$ cat src/design/swarp_pkg.sv
// swarp_pkg: shared types, codes and constants of the sine warp block
// includes the quarter-wave sine entry function used to build the rom
// no dependencies
`timescale 1ns / 1ps
`default_nettype none

package swarp_pkg;

  localparam int SINE_DEPTH = 1024;
  localparam int SINE_AW = $clog2(SINE_DEPTH);
  localparam longint unsigned HALF_PI_Q30 = 64'd1686629713;

  localparam int CFG_INDEX_W = 3;
  localparam int CFG_DATA_W = 24;

  localparam logic [CFG_INDEX_W-1:0] CFG_FRAME_WIDTH  = 3'd0;
  localparam logic [CFG_INDEX_W-1:0] CFG_FRAME_HEIGHT = 3'd1;
  localparam logic [CFG_INDEX_W-1:0] CFG_BAND_FOR_X   = 3'd2;
  localparam logic [CFG_INDEX_W-1:0] CFG_BAND_FOR_Y   = 3'd3;
  localparam logic [CFG_INDEX_W-1:0] CFG_PHASE_STEP   = 3'd4;
  localparam logic [CFG_INDEX_W-1:0] CFG_DECAY_FACTOR = 3'd5;
  localparam logic [CFG_INDEX_W-1:0] CFG_DISP_GAIN    = 3'd6;

  localparam logic [1:0] MODE_LOAD   = 2'd0;
  localparam logic [1:0] MODE_BAND   = 2'd1;
  localparam logic [1:0] MODE_RENDER = 2'd2;

  typedef struct packed {
    logic [1:0]  mode;
    logic [8:0]  x_pos;
    logic [8:0]  y_pos;
    logic [23:0] pixel_color;
    logic [5:0]  band_index;
    logic [15:0] band_magnitude;
  } item_t;

  typedef struct packed {
    logic [23:0] warped_color;
    logic [8:0]  source_x;
    logic [8:0]  source_y;
  } result_t;

  // decoded configuration as seen by the datapath
  typedef struct packed {
    logic [9:0]  act_w;
    logic [9:0]  act_h;
    logic [5:0]  band_x;
    logic [5:0]  band_y;
    logic        band_x_ok;
    logic        band_y_ok;
    logic [23:0] phase_step;
    logic [15:0] decay;
    logic [7:0]  gain;
  } cfg_t;

  typedef struct packed {
    logic take;
    logic load_wr;
    logic clr_wr;
    logic band_rd;
    logic band_wr;
    logic phase;
    logic sine;
    logic mul1;
    logic mul2;
    logic clamp;
    logic fetch;
    logic emit;
  } dp_cmd_t;

  typedef struct packed {
    logic clr_last;
    logic result_busy;
  } dp_stat_t;

  // sin(pi/2*(2i+1)/(2*depth)) in q1.15 from a q30 taylor series, evaluated at elaboration
  function automatic logic [15:0] sine_entry(input int unsigned idx);
    longint unsigned x;
    longint unsigned x2;
    longint unsigned term;
    longint unsigned r;
    longint          s;
    // depth is a power of two, so the divide by twice the depth is a shift
    x = (HALF_PI_Q30 * (64'(idx) * 64'd2 + 64'd1)) >> (SINE_AW + 1);
    x2 = (x * x) >> 30;
    term = x;
    s = longint'(x);
    term = ((term * x2) >> 30) / 64'd6;
    s = s - longint'(term);
    term = ((term * x2) >> 30) / 64'd20;
    s = s + longint'(term);
    term = ((term * x2) >> 30) / 64'd42;
    s = s - longint'(term);
    term = ((term * x2) >> 30) / 64'd72;
    s = s + longint'(term);
    term = ((term * x2) >> 30) / 64'd110;
    s = s - longint'(term);
    term = ((term * x2) >> 30) / 64'd156;
    s = s + longint'(term);
    if (s < 0) begin
      s = 0;
    end
    r = (64'(s) + 64'd16384) >> 15;
    if (r > 64'd32768) begin
      r = 64'd32768;
    end
    return r[15:0];
  endfunction

endpackage

`default_nettype wire

$ cat src/design/swarp_cfg.sv
// swarp_cfg: configuration register file and its decoded view
// depends on swarp_pkg
`timescale 1ns / 1ps
`default_nettype none

module swarp_cfg import swarp_pkg::*; #(
  parameter int MAX_WIDTH  = 512,
  parameter int MAX_HEIGHT = 512,
  parameter int NUM_BANDS  = 64
) (
  input  logic                   clk,
  input  logic                   rst,
  input  logic                   cfg_valid,
  output logic                   cfg_ready,
  input  logic [CFG_INDEX_W-1:0] cfg_index,
  input  logic [CFG_DATA_W-1:0]  cfg_data,
  output cfg_t                   cfg
);

  localparam int LIM_W = (MAX_WIDTH < 512) ? MAX_WIDTH : 512;
  localparam int LIM_H = (MAX_HEIGHT < 512) ? MAX_HEIGHT : 512;

  logic [9:0]  frame_width;
  logic [9:0]  frame_height;
  logic [5:0]  band_for_x;
  logic [5:0]  band_for_y;
  logic [23:0] phase_step;
  logic [15:0] decay_factor;
  logic [7:0]  displacement_gain;

  assign cfg_ready = 1'b1;

  always_ff @(posedge clk) begin
    if (rst) begin
      frame_width       <= 10'd512;
      frame_height      <= 10'd512;
      band_for_x        <= 6'd2;
      band_for_y        <= 6'd4;
      phase_step        <= 24'd0;
      decay_factor      <= 16'd62259;
      displacement_gain <= 8'd100;
    end else if (cfg_valid) begin
      unique case (cfg_index)
        CFG_FRAME_WIDTH:  frame_width       <= cfg_data[9:0];
        CFG_FRAME_HEIGHT: frame_height      <= cfg_data[9:0];
        CFG_BAND_FOR_X:   band_for_x        <= cfg_data[5:0];
        CFG_BAND_FOR_Y:   band_for_y        <= cfg_data[5:0];
        CFG_PHASE_STEP:   phase_step        <= cfg_data[23:0];
        CFG_DECAY_FACTOR: decay_factor      <= cfg_data[15:0];
        CFG_DISP_GAIN:    displacement_gain <= cfg_data[7:0];
        default: ;
      endcase
    end
  end

  // active size saturates to 1 .. min(max, 512)
  always_comb begin
    if (frame_width == 10'd0) begin
      cfg.act_w = 10'd1;
    end else if ({22'd0, frame_width} > 32'(LIM_W)) begin
      cfg.act_w = 10'(LIM_W);
    end else begin
      cfg.act_w = frame_width;
    end
    if (frame_height == 10'd0) begin
      cfg.act_h = 10'd1;
    end else if ({22'd0, frame_height} > 32'(LIM_H)) begin
      cfg.act_h = 10'(LIM_H);
    end else begin
      cfg.act_h = frame_height;
    end
    cfg.band_x     = band_for_x;
    cfg.band_y     = band_for_y;
    cfg.band_x_ok  = {26'd0, band_for_x} < 32'(NUM_BANDS);
    cfg.band_y_ok  = {26'd0, band_for_y} < 32'(NUM_BANDS);
    cfg.phase_step = phase_step;
    cfg.decay      = decay_factor;
    cfg.gain       = displacement_gain;
  end

endmodule

`default_nettype wire

$ cat config.mk
export PLATFORM = sky130hd
export DESIGN_NAME = swarp_cfg
export DESIGN_NICKNAME = d
export VERILOG_FILES = /design/src/design/swarp_pkg.sv /design/src/design/swarp_cfg.sv
export SDC_FILE = /design/constraint.sdc
export NUM_CORES = 1
export LEC_CHECK = 0
export BUFFER_PORTS_ARGS = -buffer_cell sky130_fd_sc_hd__clkbuf_2
export CORE_MARGIN = 2
export CORE_UTILIZATION = 30
export CTS_CLUSTER_SIZE = 25
export DETAILED_ROUTE_END_ITERATION = 10
export PLACE_DENSITY = 0.64
export SYNTH_ARGS = -nofsm -noshare
export SYNTH_HDL_FRONTEND = slang
export SYNTH_SLANG_ARGS = --single-unit
$ cat constraint.sdc
create_clock -name clk -period 1.3 [get_ports clk]
set_input_delay 0.13 -clock clk [delete_from_list [all_inputs] [get_ports clk]]
set_output_delay 0.13 -clock clk [all_outputs]
set_load 0.02 [all_outputs]
## Word-level counts from Yosys, hierarchy flattened

Cells that the tools add are included.
W data, S select, Z words.

| storage, ports and cells | value |
|---|---|
| flip-flop bits (word level) | 80 |
| input port bits | 30 |
| output and inout bits | 83 |

| operators by class | value |
|---|---|
| $lt $le $gt $ge | 2 |
| equality and inequality tests | 6 |
| multiplexer cells | 4 |
| reductions and logical operators | 10 |

Operators with widths:

| kind | number |
|---|---|
| $mux W10 | 4 |
| $gt A10 B10 Y1 const B | 2 |
| $logic_not A10 Y1 | 2 |
| $reduce_and A2 Y1 | 7 |
| $eq A3 B3 Y1 const B | 3 |
| $eq A3 B2 Y1 const B | 2 |
| $eq A3 B1 Y1 const B | 1 |
| $logic_not A3 Y1 | 1 |

## Logic depth before layout (Yosys ltp)

| logic depth | value |
|---|---|
| depth after elaboration | 3 |
| depth in mapped cells | 6 |

## Worst setup path after synthesis

No wires, ideal clock.

| timing path | value |
|---|---|
| path type | in2reg |
| start point | input cfg_index[0] |
| end point | register frame_width[9] |
| setup time | 0.122 ns |
| arrival time | 1.042 ns |
| required time | 1.178 ns |
| slack | 0.136 ns |
| stages on the path | 5 |
| path buffers | 2 |
| cells stage by stage | buf_4 > or4b_4 > buf_6 > nand2_2 > nand3b_1 |

| on the way | value |
|---|---|
| longest elaborated chain between the ends | 2 |

Ends and longest elaborated chain:

| what | RTL line | source |
|---|---|---|
| start: declaration | swarp_cfg.sv:15 | `input logic [CFG_INDEX_W-1:0] cfg_index,` |
| $logic_not A3 Y1 | swarp_cfg.sv:43 | `unique case (cfg_index)` |
| $reduce_and A2 Y1 (no source line) | -- |  |
| end signal: assignment | swarp_cfg.sv:44 | `CFG_FRAME_WIDTH: frame_width <= cfg_data[9:0];` |
| end: declaration | swarp_cfg.sv:23 | `logic [9:0] frame_width;` |

Every way passes these cells.
A chain may end at the register's enable or synchronous reset.

==> results.toml <==
[clock_network]
cts_tree = "done"
cts_htree_levels = 3
cts_made_buffers = 9
cts_buffer_depth = 2
path_clk_slew_ns = 0.09
cts_root_buffer = "clkbuf_8"
clkSinkCount = 80
worstSkewPairLatency_ns = 0.36

[place]
postPlaceCellArea_sq_um = 3830
io_buffers = 109
dpl.hpwl_mm = 6.07
place_congestion = 0.747

[routing]
wire_per_inst_um = 14.2
drc = 0
first_iter_violations = 156
ant_nets = 0
firstDrtPassIters = 4
via_per_inst = 4.58
vias = 2933
drt-total-wl_mm = 9.11

[timing]
max_freq_ghz = 0.686
maxSlewViolCount = 0
hold_viol_final = 0
period_needed_ns = 1.46
grt_setup_unrepaired = "yes"
fin_skew_ns = 0
hold_ws_ns = 0.0339
setup_ws_ns = -0.158
fin_crit_sh_pct = 112
setup_violations = 2

[grt]
grt_pass1_wl_mm = 14.1
track_usage_pct = 16.2
antenna_found_initial = 0
grt_max_degree = 52
grt_pass1_vias = 2707
gr-total-overflow = 0

[die]
initial_core_util_pct = 30.7
core_sq_um = 10200
dieArea_sq_um = 11300
ioPinCount = 113
die_w_um = 106
row_count = 37
die_height_um = 106

[power]
p_seq_share_pct = 48.2
p_leak_nw = 1.82
p_switching_mw = 1.31
combPwrFrac_pct = 9.5
vdd_drop_max_mv = 0.435
internal_power_mw = 3.99
p_per_area_nw_per_um2 = 1240
p_sw_share_pct = 24.7
pwr-share-clk_pct = 42.3

[yosys]
yosysTopAreaCellShare_pct = 50.9
synth.top_cells.by_area = "dfxtp_1, nand2_1, a21oi_1, nand3b_1, nor2b_1"
yosysMostFrequentCell = "nand2_1"
synth_largest_area_cell = "dfxtp_1"
yosys-top-cells-count = "nand2_1, dfxtp_1, a21oi_1, clkbuf_1, nor2b_1"
avgSynthCellArea_sq_um = 8.27
yosysSeqAreaShare_pct = 50.9
syn-cell-area_sq_um = 3140
synthDistinctLibCells = 25
yosys_warnings = 0
synth-edff-count = 0
syn_inst = 380
ys_ff_latch = 80
synth-main-ff-cell = "dfxtp_1"
async_reset_ff_share_pct = 0

[outcome]
status = "finished with violations"
violations = "negative setup slack"

[worst_setup_path]
timing.rr.start = "band_for_x[1]"
critPathLaunchType = "flop"
crit_type = "reg -> out"
rr_worst_depth = 2
r2r_end = "band_for_x[1]"
critPathMaxFanout = 2
cp.arrival_ns = 1.33
cp-end-kind = "output pin"
reg2reg_slack_ns = 0.48
required_ns = 1.17

[layout]
final_nets = 529
area_growth_pct = 35.9
drive_gt1_share_pct = 31.5
stdcell_area_sq_um = 4270
antennaDiodeCount = 0
fin_util_pct = 41.8

[hold_path]
worstHoldEndpoint = "phase_step[4]"
hold_path_class = "in -> reg"
min_path_cells = 2
hold_path.startpoint = "rst"

[job]
drv_cap = 0
cell usage in the layout, fill, tap and decap left out:
master / n
buf_4: 17
clkbuf_8: 9
dfxtp_1: 73
a21oi_1: 55
and4bb_2: 2
dfxtp_2: 7
nand2_2: 1
clkbuf_2: 106
nor2b_1: 17
nand4b_1: 2
clkinvlp_4: 4
and4bb_1: 1
nor4b_4: 1
a211o_1: 2
mux2i_1: 10
nand3b_1: 15
conb_1: 3
and4b_1: 2
nand4b_2: 1
or4b_4: 1
inv_1: 1
nor4_2: 4
dlygate4sd3_1: 14
nand4bb_1: 2
buf_12: 3
nand2_1: 135
nor2_1: 13
bufinv_16: 3
routing by layer:
metal | share of wire (%) | vias to the layer above | routed length, um | track usage, %
met1 | 45 | 1366 | 4070 | 19.5
met2 | 48 | 83 | 4350 | 27.1
met5 | 0 | - | 0 | 0
met3 | 6.1 | 13 | 552 | 4.48
li1 | - | 1471 | - | -
met4 | 1.5 | 0 | 137 | 7.05
power groups by stage:
stage	Combinational [mW]	Clock (mW)	Sequential, mW
final	0.500	2.24	2.55
after global routing	0.544	2.39	2.56
after CTS	0.502	2.29	2.55
after detailed placement	0.462	0	2.61
after global placement	0.455	0	2.60
after floorplan	0.224	0	2.65
sequential cells by signal, summed over array words and instances, names as in the netlist:
signal	flops
frame_width	10
phase_step	24
decay_factor	16
band_for_x	6
band_for_y	6
frame_height	10
displacement_gain	8
layout make-up:
class | count | area, sq um
clock buffers | 9 | 124
clock inverters | 7 | 120
fillers | 1035 | 5960
inverters | 1 | 3.75
multi-input cells | 267 | 1390
flip-flops and latches | 80 | 1610
well taps | 136 | 170
repair buffers | 140 | 858
what timing repair did:
item | in CTS | in global routing
setup endpoints to repair | 11 | 12
endpoints found under the hold margin | 20 | 0
pin swaps | 6 | 2
buffers inserted | 2 | 0
resized for setup | 9 | 8
hold buffers | 14 | 0
critical path: stages (launching register included):
cell	delay, ns
dfxtp_2	0.34
nor4_2	0.27
a21oi_1	0.10
nor2_1	0.11
buf_4	0.15
worst max path at each step:
| stage | start | endpoint | slack, ns | cells after the start |
|---|---|---|---|---|
| floorplan | cfg_index[0] | frame_width[9] | 0.14 | 5 |
| global placement | cfg_index[2] | band_for_x[1] | 0.08 | 4 |
| detailed placement | cfg_index[2] | band_for_x[1] | 0.05 | 4 |
| CTS | frame_width[7] | cfg[72] | -0.21 | 4 |
| global route | frame_width[3] | cfg[72] | -0.24 | 4 |
| finish | frame_width[7] | cfg[72] | -0.16 | 4 |
metrics by stage:
step / setup slack, ns / instances / power, mW / TNS [ns]
floorplan: 0.136 / 382 / 2.87 / 0
global placement: 0.0838 / 608 / 3.06 / 0
detailed placement: 0.0495 / 608 / 3.07 / 0
CTS: -0.207 / 640 / 5.34 / -0.380
global route: -0.241 / 640 / 5.49 / -0.441
finish: -0.158 / 640 / 5.29 / -0.268
kinds of logic (layout without fill, tap and decap cells):
family,after synthesis,in the layout,synth area share (%)
simple gates,197,197,30.4
buf+inv,35,157,6.05
flops,80,80,50.9
compound gates,57,57,9.31
other cells,1,3,0.119
mux,10,10,3.18
Power figures use the tool's default switching activity.
