--- src/design/swarp_pkg.sv ---
// swarp_pkg: shared types, codes and constants of the sine warp block
// includes the quarter-wave sine entry function used to build the rom
// no dependencies
`timescale 1ns / 1ps
`default_nettype none

package swarp_pkg;

  localparam int SINE_DEPTH = 1024;
  localparam int SINE_AW = $clog2(SINE_DEPTH);
  localparam longint unsigned HALF_PI_Q30 = 64'd1686629713;

  localparam int CFG_INDEX_W = 3;
  localparam int CFG_DATA_W = 24;

  localparam logic [CFG_INDEX_W-1:0] CFG_FRAME_WIDTH  = 3'd0;
  localparam logic [CFG_INDEX_W-1:0] CFG_FRAME_HEIGHT = 3'd1;
  localparam logic [CFG_INDEX_W-1:0] CFG_BAND_FOR_X   = 3'd2;
  localparam logic [CFG_INDEX_W-1:0] CFG_BAND_FOR_Y   = 3'd3;
  localparam logic [CFG_INDEX_W-1:0] CFG_PHASE_STEP   = 3'd4;
  localparam logic [CFG_INDEX_W-1:0] CFG_DECAY_FACTOR = 3'd5;
  localparam logic [CFG_INDEX_W-1:0] CFG_DISP_GAIN    = 3'd6;

  localparam logic [1:0] MODE_LOAD   = 2'd0;
  localparam logic [1:0] MODE_BAND   = 2'd1;
  localparam logic [1:0] MODE_RENDER = 2'd2;

  typedef struct packed {
    logic [1:0]  mode;
    logic [8:0]  x_pos;
    logic [8:0]  y_pos;
    logic [23:0] pixel_color;
    logic [5:0]  band_index;
    logic [15:0] band_magnitude;
  } item_t;

  typedef struct packed {
    logic [23:0] warped_color;
    logic [8:0]  source_x;
    logic [8:0]  source_y;
  } result_t;

  // decoded configuration as seen by the datapath
  typedef struct packed {
    logic [9:0]  act_w;
    logic [9:0]  act_h;
    logic [5:0]  band_x;
    logic [5:0]  band_y;
    logic        band_x_ok;
    logic        band_y_ok;
    logic [23:0] phase_step;
    logic [15:0] decay;
    logic [7:0]  gain;
  } cfg_t;

  typedef struct packed {
    logic take;
    logic load_wr;
    logic clr_wr;
    logic band_rd;
    logic band_wr;
    logic phase;
    logic sine;
    logic mul1;
    logic mul2;
    logic clamp;
    logic fetch;
    logic emit;
  } dp_cmd_t;

  typedef struct packed {
    logic clr_last;
    logic result_busy;
  } dp_stat_t;

  // sin(pi/2*(2i+1)/(2*depth)) in q1.15 from a q30 taylor series, evaluated at elaboration
  function automatic logic [15:0] sine_entry(input int unsigned idx);
    longint unsigned x;
    longint unsigned x2;
    longint unsigned term;
    longint unsigned r;
    longint          s;
    // depth is a power of two, so the divide by twice the depth is a shift
    x = (HALF_PI_Q30 * (64'(idx) * 64'd2 + 64'd1)) >> (SINE_AW + 1);
    x2 = (x * x) >> 30;
    term = x;
    s = longint'(x);
    term = ((term * x2) >> 30) / 64'd6;
    s = s - longint'(term);
    term = ((term * x2) >> 30) / 64'd20;
    s = s + longint'(term);
    term = ((term * x2) >> 30) / 64'd42;
    s = s - longint'(term);
    term = ((term * x2) >> 30) / 64'd72;
    s = s + longint'(term);
    term = ((term * x2) >> 30) / 64'd110;
    s = s - longint'(term);
    term = ((term * x2) >> 30) / 64'd156;
    s = s + longint'(term);
    if (s < 0) begin
      s = 0;
    end
    r = (64'(s) + 64'd16384) >> 15;
    if (r > 64'd32768) begin
      r = 64'd32768;
    end
    return r[15:0];
  endfunction

endpackage

`default_nettype wire

--- src/design/swarp_ctrl.sv ---
// swarp_ctrl: sequencer for band clearing, band updates and render steps
// depends on swarp_pkg
`timescale 1ns / 1ps
`default_nettype none

module swarp_ctrl import swarp_pkg::*; (
  input  logic       clk,
  input  logic       rst,
  input  logic       item_valid,
  output logic       item_stall,
  input  logic [1:0] item_mode,
  input  dp_stat_t   stat,
  output dp_cmd_t    cmd
);

  typedef enum logic [10:0] {
    S_CLEAR = 11'b000_0000_0001,
    S_IDLE  = 11'b000_0000_0010,
    S_BRD   = 11'b000_0000_0100,
    S_BWR   = 11'b000_0000_1000,
    S_PHASE = 11'b000_0001_0000,
    S_SINE  = 11'b000_0010_0000,
    S_MUL1  = 11'b000_0100_0000,
    S_MUL2  = 11'b000_1000_0000,
    S_CLAMP = 11'b001_0000_0000,
    S_FETCH = 11'b010_0000_0000,
    S_EMIT  = 11'b100_0000_0000
  } state_t;

  state_t state;
  state_t state_next;
  logic   accept;

  assign item_stall = (state != S_IDLE);
  assign accept     = item_valid && (state == S_IDLE);

  always_ff @(posedge clk) begin
    if (rst) begin
      state <= S_CLEAR;
    end else begin
      state <= state_next;
    end
  end

  always_comb begin
    state_next = state;
    unique case (state)
      S_CLEAR: if (stat.clr_last) state_next = S_IDLE;
      S_IDLE: begin
        if (accept) begin
          unique case (item_mode)
            MODE_BAND:   state_next = S_BRD;
            MODE_RENDER: state_next = S_PHASE;
            default:     state_next = S_IDLE;
          endcase
        end
      end
      S_BRD:   state_next = S_BWR;
      S_BWR:   state_next = S_IDLE;
      S_PHASE: state_next = S_SINE;
      S_SINE:  state_next = S_MUL1;
      S_MUL1:  state_next = S_MUL2;
      S_MUL2:  state_next = S_CLAMP;
      S_CLAMP: state_next = S_FETCH;
      S_FETCH: state_next = S_EMIT;
      S_EMIT:  if (!stat.result_busy) state_next = S_IDLE;
      default: state_next = S_CLEAR;
    endcase
  end

  always_comb begin
    cmd.take    = accept;
    cmd.load_wr = accept && (item_mode == MODE_LOAD);
    cmd.clr_wr  = (state == S_CLEAR);
    cmd.band_rd = (state == S_BRD);
    cmd.band_wr = (state == S_BWR);
    cmd.phase   = (state == S_PHASE);
    cmd.sine    = (state == S_SINE);
    cmd.mul1    = (state == S_MUL1);
    cmd.mul2    = (state == S_MUL2);
    cmd.clamp   = (state == S_CLAMP);
    cmd.fetch   = (state == S_FETCH);
    // result register is free once the waiting item leaves
    cmd.emit    = (state == S_EMIT) && !stat.result_busy;
  end

endmodule

`default_nettype wire

--- config.mk ---
export PLATFORM = sky130hd
export DESIGN_NAME = swarp_ctrl
export DESIGN_NICKNAME = d
export VERILOG_FILES = /design/src/design/swarp_pkg.sv /design/src/design/swarp_ctrl.sv
export SDC_FILE = /design/constraint.sdc
export NUM_CORES = 1
export LEC_CHECK = 0
export BUFFER_PORTS_ARGS = -buffer_cell sky130_fd_sc_hd__buf_4
export CAP_MARGIN = 20
export CORE_MARGIN = 2
export CORE_UTILIZATION = 54
export CTS_BUF_LIST = sky130_fd_sc_hd__clkbuf_4 sky130_fd_sc_hd__clkbuf_8 sky130_fd_sc_hd__clkbuf_16
export DETAILED_ROUTE_END_ITERATION = 8
export PLACE_DENSITY = 0.79
export SETUP_SLACK_MARGIN = 0.3
export SLEW_MARGIN = 20
export SYNTH_ARGS = -nofsm -noshare
export SYNTH_HDL_FRONTEND = slang
export SYNTH_SLANG_ARGS = --single-unit
--- constraint.sdc ---
create_clock -name clk -period 3.8 [get_ports clk]
set_clock_uncertainty 0.1 [all_clocks]
set_input_delay 0.57 -clock clk [delete_from_list [all_inputs] [get_ports clk]]
set_output_delay 0.57 -clock clk [all_outputs]
set_load 0.01 [all_outputs]
Yosys cells after proc, flatten, opt, wreduce, memory -nomap -nowiden
Cells that the tools add are included.

operators by class
  equality and inequality tests = 17
  mux-type cells = 5
  reductions and logical operators = 6

operator list
  operator                                          count
  one-hot mux 11 bit (11 select lines)              1
  2-to-1 mux 11 bit                                 3
  == test 11 x 1 -> 1 bit (second input constant)   1
  == test 11 x 10 -> 1 bit (second input constant)  1
  == test 11 bit (second input constant)            1
  == test 11 x 2 -> 1 bit (second input constant)   1
  == test 11 x 3 -> 1 bit (second input constant)   1
  == test 11 x 4 -> 1 bit (second input constant)   1
  == test 11 x 5 -> 1 bit (second input constant)   1
  == test 11 x 6 -> 1 bit (second input constant)   1
  == test 11 x 7 -> 1 bit (second input constant)   1
  == test 11 x 8 -> 1 bit (second input constant)   1
  == test 11 x 9 -> 1 bit (second input constant)   1
  != test 11 x 2 -> 1 bit (second input constant)   1
  one-hot mux 5 bit (2 select lines)                1
  != test 2 bit (second input constant)             3
  logical AND 1 bit                                 3
  AND reduction 3 bit                               1
  == test 2 x 1 -> 1 bit (second input constant)    1
  == test 2 bit (second input constant)             1
  zero test 2 bit                                   1
  zero test 1 bit                                   1

word-level totals
  bits in registers = 11
  input bits = 7
  output and inout port bits = 13
  logic and storage cells = 29

Depth between registers and ports, before layout
Gate-level depths: netlist of the first run.

  depth after elaboration = 4
  gate-level depth with buffers = 6
  gate-level depth less buffers = 5

Worst setup path before layout of the first run
Ideal clock, no wire load.

  path type = register to output
  from = reg state[6]
  to = out cmd[1] (netlist bit)
  arrival time = 1.467 ns
  data required time = 3.130 ns
  slack = 1.663 ns
  stages on the path, launching flop included = 6
  path buffers = 1
  cells stage by stage = dfxtp_1 > clkbuf_8 > nor4_4 > nand2_2 > or4b_4 > inv_1

RTL lines
  element                 RTL line          RTL
  start, declared         swarp_ctrl.sv:30  state_t state;
  start signal, assigned  swarp_ctrl.sv:41  state <= state_next;
  end, declared           swarp_ctrl.sv:13  output dp_cmd_t cmd

==> results of run 1 <==
[synth_stat cells (all sizes together) (2+ instances only)]
cell type	instances
and3	2
nand2	8
o2111ai	2
clkbuf	2
o21ai	3
nor4	4
nor4bb	2
and4	2
o211ai	2
nor3b	9
inv	7
a21oi	2
ha	3
xor2	3
dfxtp	11
or4b	2
nor2	7
buf	2
nor2b	3
nand3	2
nor3	4
[final timing paths]
| kind | start | to | cells past startpoint |
|---|---|---|---|
| hold / removal | rst | state[10] | 2 |
| setup reg to reg | state[10] | state[9] | 5 |
| hold reg to reg | state[7] | state[8] | 2 |
| setup / recovery | state[4] | cmd[1] | 5 |
[kinds of logic (layout without fill, tap and decap cells)]
kind of cell | count (synthesis) | count (layout) | share of synthesized area
simple gates | 49 | 49 | 0.436
xor+xnor | 3 | 3 | 0.0345
compound gates | 12 | 12 | 0.113
fa+ha+maj | 3 | 3 | 0.0493
flops | 11 | 11 | 0.289
buf+inv | 11 | 30 | 0.0773
[critical path, cell delays in order, from the launching register on]
cell	delay, ns
dfxtp_1	0.39
nor4_4	0.48
nand2_2	0.11
or4b_4	0.54
inv_1	0.07
buf_4	0.11
[final cells by class]
cell class / instances / area share
tap: 15 / 0.0204
multi-input combinational: 67 / 0.524
inverter: 7 / 0.0286
timing repair buffer: 19 / 0.155
clock buffer: 4 / 0.0327
sequential: 11 / 0.239
[routing by layer]
metal / vias up / GRT usage
li1: 362 / -
met1: 333 / 0.286
met2: 36 / 0.394
met4: 0 / 0.0968
met5: - / 0
met3: 5 / 0.0435
[cells in the final DEF (no fill, tap or decap)]
| master | instances |
|---|---|
| nor2b_1 | 3 |
| nor4_2 | 1 |
| or4b_1 | 1 |
| nor4bb_1 | 2 |
| nor4b_1 | 1 |
| o211ai_1 | 2 |
| xor2_1 | 3 |
| nand2_1 | 7 |
| and3_2 | 1 |
| or4b_4 | 1 |
| ha_1 | 3 |
| nor4_1 | 2 |
| and4b_2 | 1 |
| dfxtp_1 | 11 |
| a41oi_1 | 1 |
| a21oi_2 | 1 |
| inv_1 | 7 |
| nor3b_1 | 9 |
| buf_4 | 19 |
| and3_1 | 1 |
| a21boi_0 | 1 |
| nor2_1 | 7 |
| o21ai_0 | 3 |
| clkbuf_4 | 4 |
| nand3_1 | 2 |
| and4_2 | 2 |
| nand4_1 | 1 |
| nor4_4 | 1 |
| a311oi_1 | 1 |
| nand2_2 | 1 |
| and2_1 | 1 |
| a21oi_1 | 1 |
| nor3_1 | 4 |
| o2111ai_1 | 2 |
[power by group]
part | internal, mW | switching [mW]
clock | 0.0478 | 0.0403
sequential | 0.119 | 0.00632
combinational | 0.0302 | 0.0351
total | 0.197 | 0.0818
[per-stage QoR]
stage / utilization / hold WS (ns) / power [mW] / cell area [sq um]
finish: 0.707 / 0.388 / 0.279 / 920
global route: 0.707 / 0.390 / 0.296 / 920
CTS: 0.707 / 0.388 / 0.280 / 920
detailed placement: 0.684 / 0.499 / 0.192 / 890
global placement: 0.684 / 0.485 / 0.191 / 890
floorplan: - / 0.436 / 0.170 / 761
==> impl_metrics.json, run 1 <==
{
  "status": "complete, no violations",
  "start_util": 0.585,
  "ys.flop_type": "dfxtp_1",
  "fin_ws_ns": 1.16,
  "top_register": "state",
  "relSlewSlack": 0.635,
  "cts_sinks": 11,
  "num_antenna_cells": 0,
  "drt_first_pass_iters": 4,
  "hpwl_microns": 1330,
  "cts_setup_buffers": 0,
  "drv_slew": 0,
  "core_area_sq_um": 1300,
  "worstPathArrival_ns": 1.97,
  "met1_length_microns": 759,
  "drtIter0Drc": 21,
  "dp.cells": 119,
  "synth_fp_nets": 99,
  "synth_edf_count": 0,
  "synth.avg_cell_area_sq_um": 8.55,
  "finalNonFillerCells": 123,
  "ys_warn_count": 0,
  "grt_pass1_wl_microns": 3120,
  "ir_drop_v": 0.000190,
  "yosys.area.top_type": "dfxtp_1",
  "wirelength_microns": 1780,
  "cts_buffer_depth": 2,
  "worstHoldPathType": "primary input to register",
  "clockRootBuffer": "clkbuf_4",
  "grt-ovfl-total": 0,
  "cts_resized": 0,
  "synth-seq-cells": 11,
  "worstPathRequired_ns": 3.13,
  "syn_to_final_growth_pct": 20.9,
  "max_freq_mhz": 378,
  "pre_cts_ws_ns": 1.48,
  "start_kind": "register",
  "period_share": 0.696,
  "crit_fanout": 7,
  "maxCapViolCount": 0,
  "antenna_found_initial": 0,
  "grt_start_max_net_pins": 10,
  "grt_pass1_vias": 695,
  "wl_per_cell_microns": 14.5,
  "met2_length_microns": 857,
  "num_io_pins": 20,
  "vias": 736,
  "largest_reg_flops": 11,
  "clkSlewWorstSetupHoldPaths_ns": 0.07,
  "drc": 0,
  "yosysSeqAreaShare": 0.289,
  "worstMarginPinSlew_ns": 0.544,
  "fin_crit_ns": 2.64,
  "place_congestion": 0.867,
  "antenna_left": 0,
  "power_density_nw_per_um2": 304,
  "via_per_inst": 5.98,
  "final-setup-viol-count": 0,
  "p_leak_nw": 0.403,
  "rsz0062_at_grt": "false",
  "hold_buffers": 0,
  "multi_input_area_sq_um": 482,
  "setup_tns_ns": 0,
  "clk_latency_ns": 0.27,
  "dr_wl_met3_microns": 131,
  "critPathKind": "register to primary output",
  "fill_cells": 116,
  "rows": 13,
  "synthesis.area_sq_um": 761,
  "routed.top_layer": "met4",
  "end_kind": "primary output",
  "cts_tree": "done",
  "drive_gt1_frac": 0.296,
  "numCtsBuffers": 3,
  "h-tree-depth": 1,
  "synth_cell_types": 35,
  "synthArstFlopShare": 0,
  "finalHoldViolCount": 0,
  "ys_top_cells_by_area": "dfxtp_1, nor3b_1, ha_1",
  "floorplan.die_area_sq_um": 1730,
  "netlist.area_leader.share": 0.289,
  "die_w_microns": 41.5,
  "rrSetupSlack_ns": 1.83,
  "synth_cells": 89,
  "fin_nets": 119,
  "regArea_sq_um": 220,
  "die_h_microns": 41.5,
  "reg_top3": "state x11",
  "globalRouteTotalUtil": 0.232,
  "io_buffers": 19
}
Power figures use the tool's default switching activity.
==> inputs of run 2 (changes only) <==
Settings changed: CORE_UTILIZATION 54 to 50, PLACE_DENSITY 0.79 to 0.74.
Clock period 3.8 ns to 2.5 ns, I/O delays scaled along.
==> impl_metrics.json, run 2 (same netlist as run 1, synthesis figures left out) <==
{
  "status": "complete, no violations",
  "finalNonFillerCells": 131,
  "largest_reg_flops": 11,
  "place_congestion": 0.881,
  "drc": 0,
  "finalHoldViolCount": 0,
  "intPower_mw": 0.309,
  "grt_pass1_vias": 749,
  "antenna_left": 0,
  "placedInstanceArea_sq_um": 891,
  "fin_nets": 126,
  "setup_tns_ns": 0,
  "ir_drop_v": 0.000353,
  "clockRootBuffer": "clkbuf_4",
  "power.net_switching_mw": 0.138,
  "finalInstanceArea_sq_um": 1040,
  "syn_to_final_growth_pct": 36.5,
  "floorplan.die_area_sq_um": 1850,
  "worstMarginPinSlew_ns": 0.364,
  "fin_util": 0.706,
  "final_cell_mix": "buf_4, nor3b_1, nor2_1",
  "power_density_nw_per_um2": 431,
  "seq_power_share": 0.430,
  "antenna_found_initial": 0,
  "maxCapViolCount": 0,
  "relSlewSlack": 0.755,
  "top_register": "state",
  "hold_buffers": 0,
  "fin_crit_ns": 2.21,
  "wl_per_cell_microns": 15.9,
  "die_w_microns": 43.0,
  "max_freq_mhz": 452,
  "start_kind": "register",
  "period_share": 0.885,
  "globalRouteTotalUtil": 0.240,
  "clkSlewWorstSetupHoldPaths_ns": 0.07,
  "cts_tree": "done",
  "grt-ovfl-total": 0,
  "reg_top3": "state x11",
  "worstPathArrival_ns": 1.74,
  "grt_pass1_wl_microns": 3330,
  "swShare": 0.309,
  "end_kind": "primary output",
  "h-tree-depth": 1,
  "io_buffers": 19,
  "rrSetupSlack_ns": 0.70,
  "drv_slew": 0,
  "p_leak_nw": 0.451,
  "pwr-share-clk": 0.309,
  "fin_ws_ns": 0.287,
  "vias": 805,
  "num_antenna_cells": 0,
  "critPathKind": "register to primary output",
  "dp.cells": 120,
  "crit_fanout": 5,
  "worstPathRequired_ns": 2.03,
  "final-setup-viol-count": 0,
  "pre_cts_ws_ns": 0.382,
  "via_per_inst": 6.15,
  "drtIter0Drc": 24,
  "hpwl_microns": 1280,
  "power.share.combinational": 0.262,
  "drive_gt1_frac": 0.452,
  "num_io_pins": 20,
  "cts_sinks": 11,
  "grt_start_max_net_pins": 10,
  "rsz0062_at_grt": "true",
  "numCtsBuffers": 3,
  "drt_first_pass_iters": 4,
  "wirelength_microns": 2080,
  "worstHoldPathType": "primary input to register",
  "cts_buffer_depth": 2,
  "rows": 14,
  "die_h_microns": 43.0,
  "core_area_sq_um": 1470,
  "final_common_cell": "buf_4",
  "clk_latency_ns": 0.28,
  "start_util": 0.517
}
==> run 2: per-stage QoR <==
stage / hold WS (ns) / power [mW]
finish: 0.195 / 0.448
global route: 0.191 / 0.469
CTS: 0.191 / 0.438
detailed placement: 0.481 / 0.293
global placement: 0.482 / 0.291
floorplan: 0.337 / 0.258
==> run 2: routing by layer <==
metal | track usage | routed length [microns] | vias up | part of all wire
li1 | - | - | 380 | -
met1 | 0.279 | 832 | 365 | 0.40
met2 | 0.379 | 985 | 50 | 0.47
met3 | 0.0766 | 200 | 10 | 0.096
met4 | 0.145 | 61 | 0 | 0.029
met5 | 0 | 0 | - | 0
==> run 2: what timing repair did <==
action,in CTS,in global routing
endpoints found under the setup margin,7,9
setup buffers,5,2
gates resized for setup,9,12
pin swaps,3,4
==> run 2: final timing paths <==
check / start / end / cells past startpoint
min: rst / state[10] / 2
max reg2reg: state[7] / state[3] / 6
max: state[1] / cmd[4] / 6
min reg2reg: state[6] / state[7] / 1
==> run 2: critical path, stage by stage, from the launching register on <==
cell     delay, ns
dfxtp_4       0.37
nor4_4        0.32
buf_4         0.17
and2_4        0.15
nand2_2       0.09
nor3b_2       0.20
buf_4         0.16
==> run 2: layout make-up <==
type	instances	area [sq um]
fill	118	433
clock buffer	4	30.0
sequential	11	236
tap	16	20.0
timing repair buffer	26	199
inverter	7	26.3
multi-input combinational	67	527
==> run 2: power groups by stage <==
stage	combinational, mW	sequential, mW	clock, mW
after floorplan	0.0644	0.194	0
after global placement	0.0955	0.195	0
after detailed placement	0.0969	0.196	0
after CTS	0.107	0.192	0.139
after global routing	0.127	0.194	0.148
final	0.117	0.192	0.138
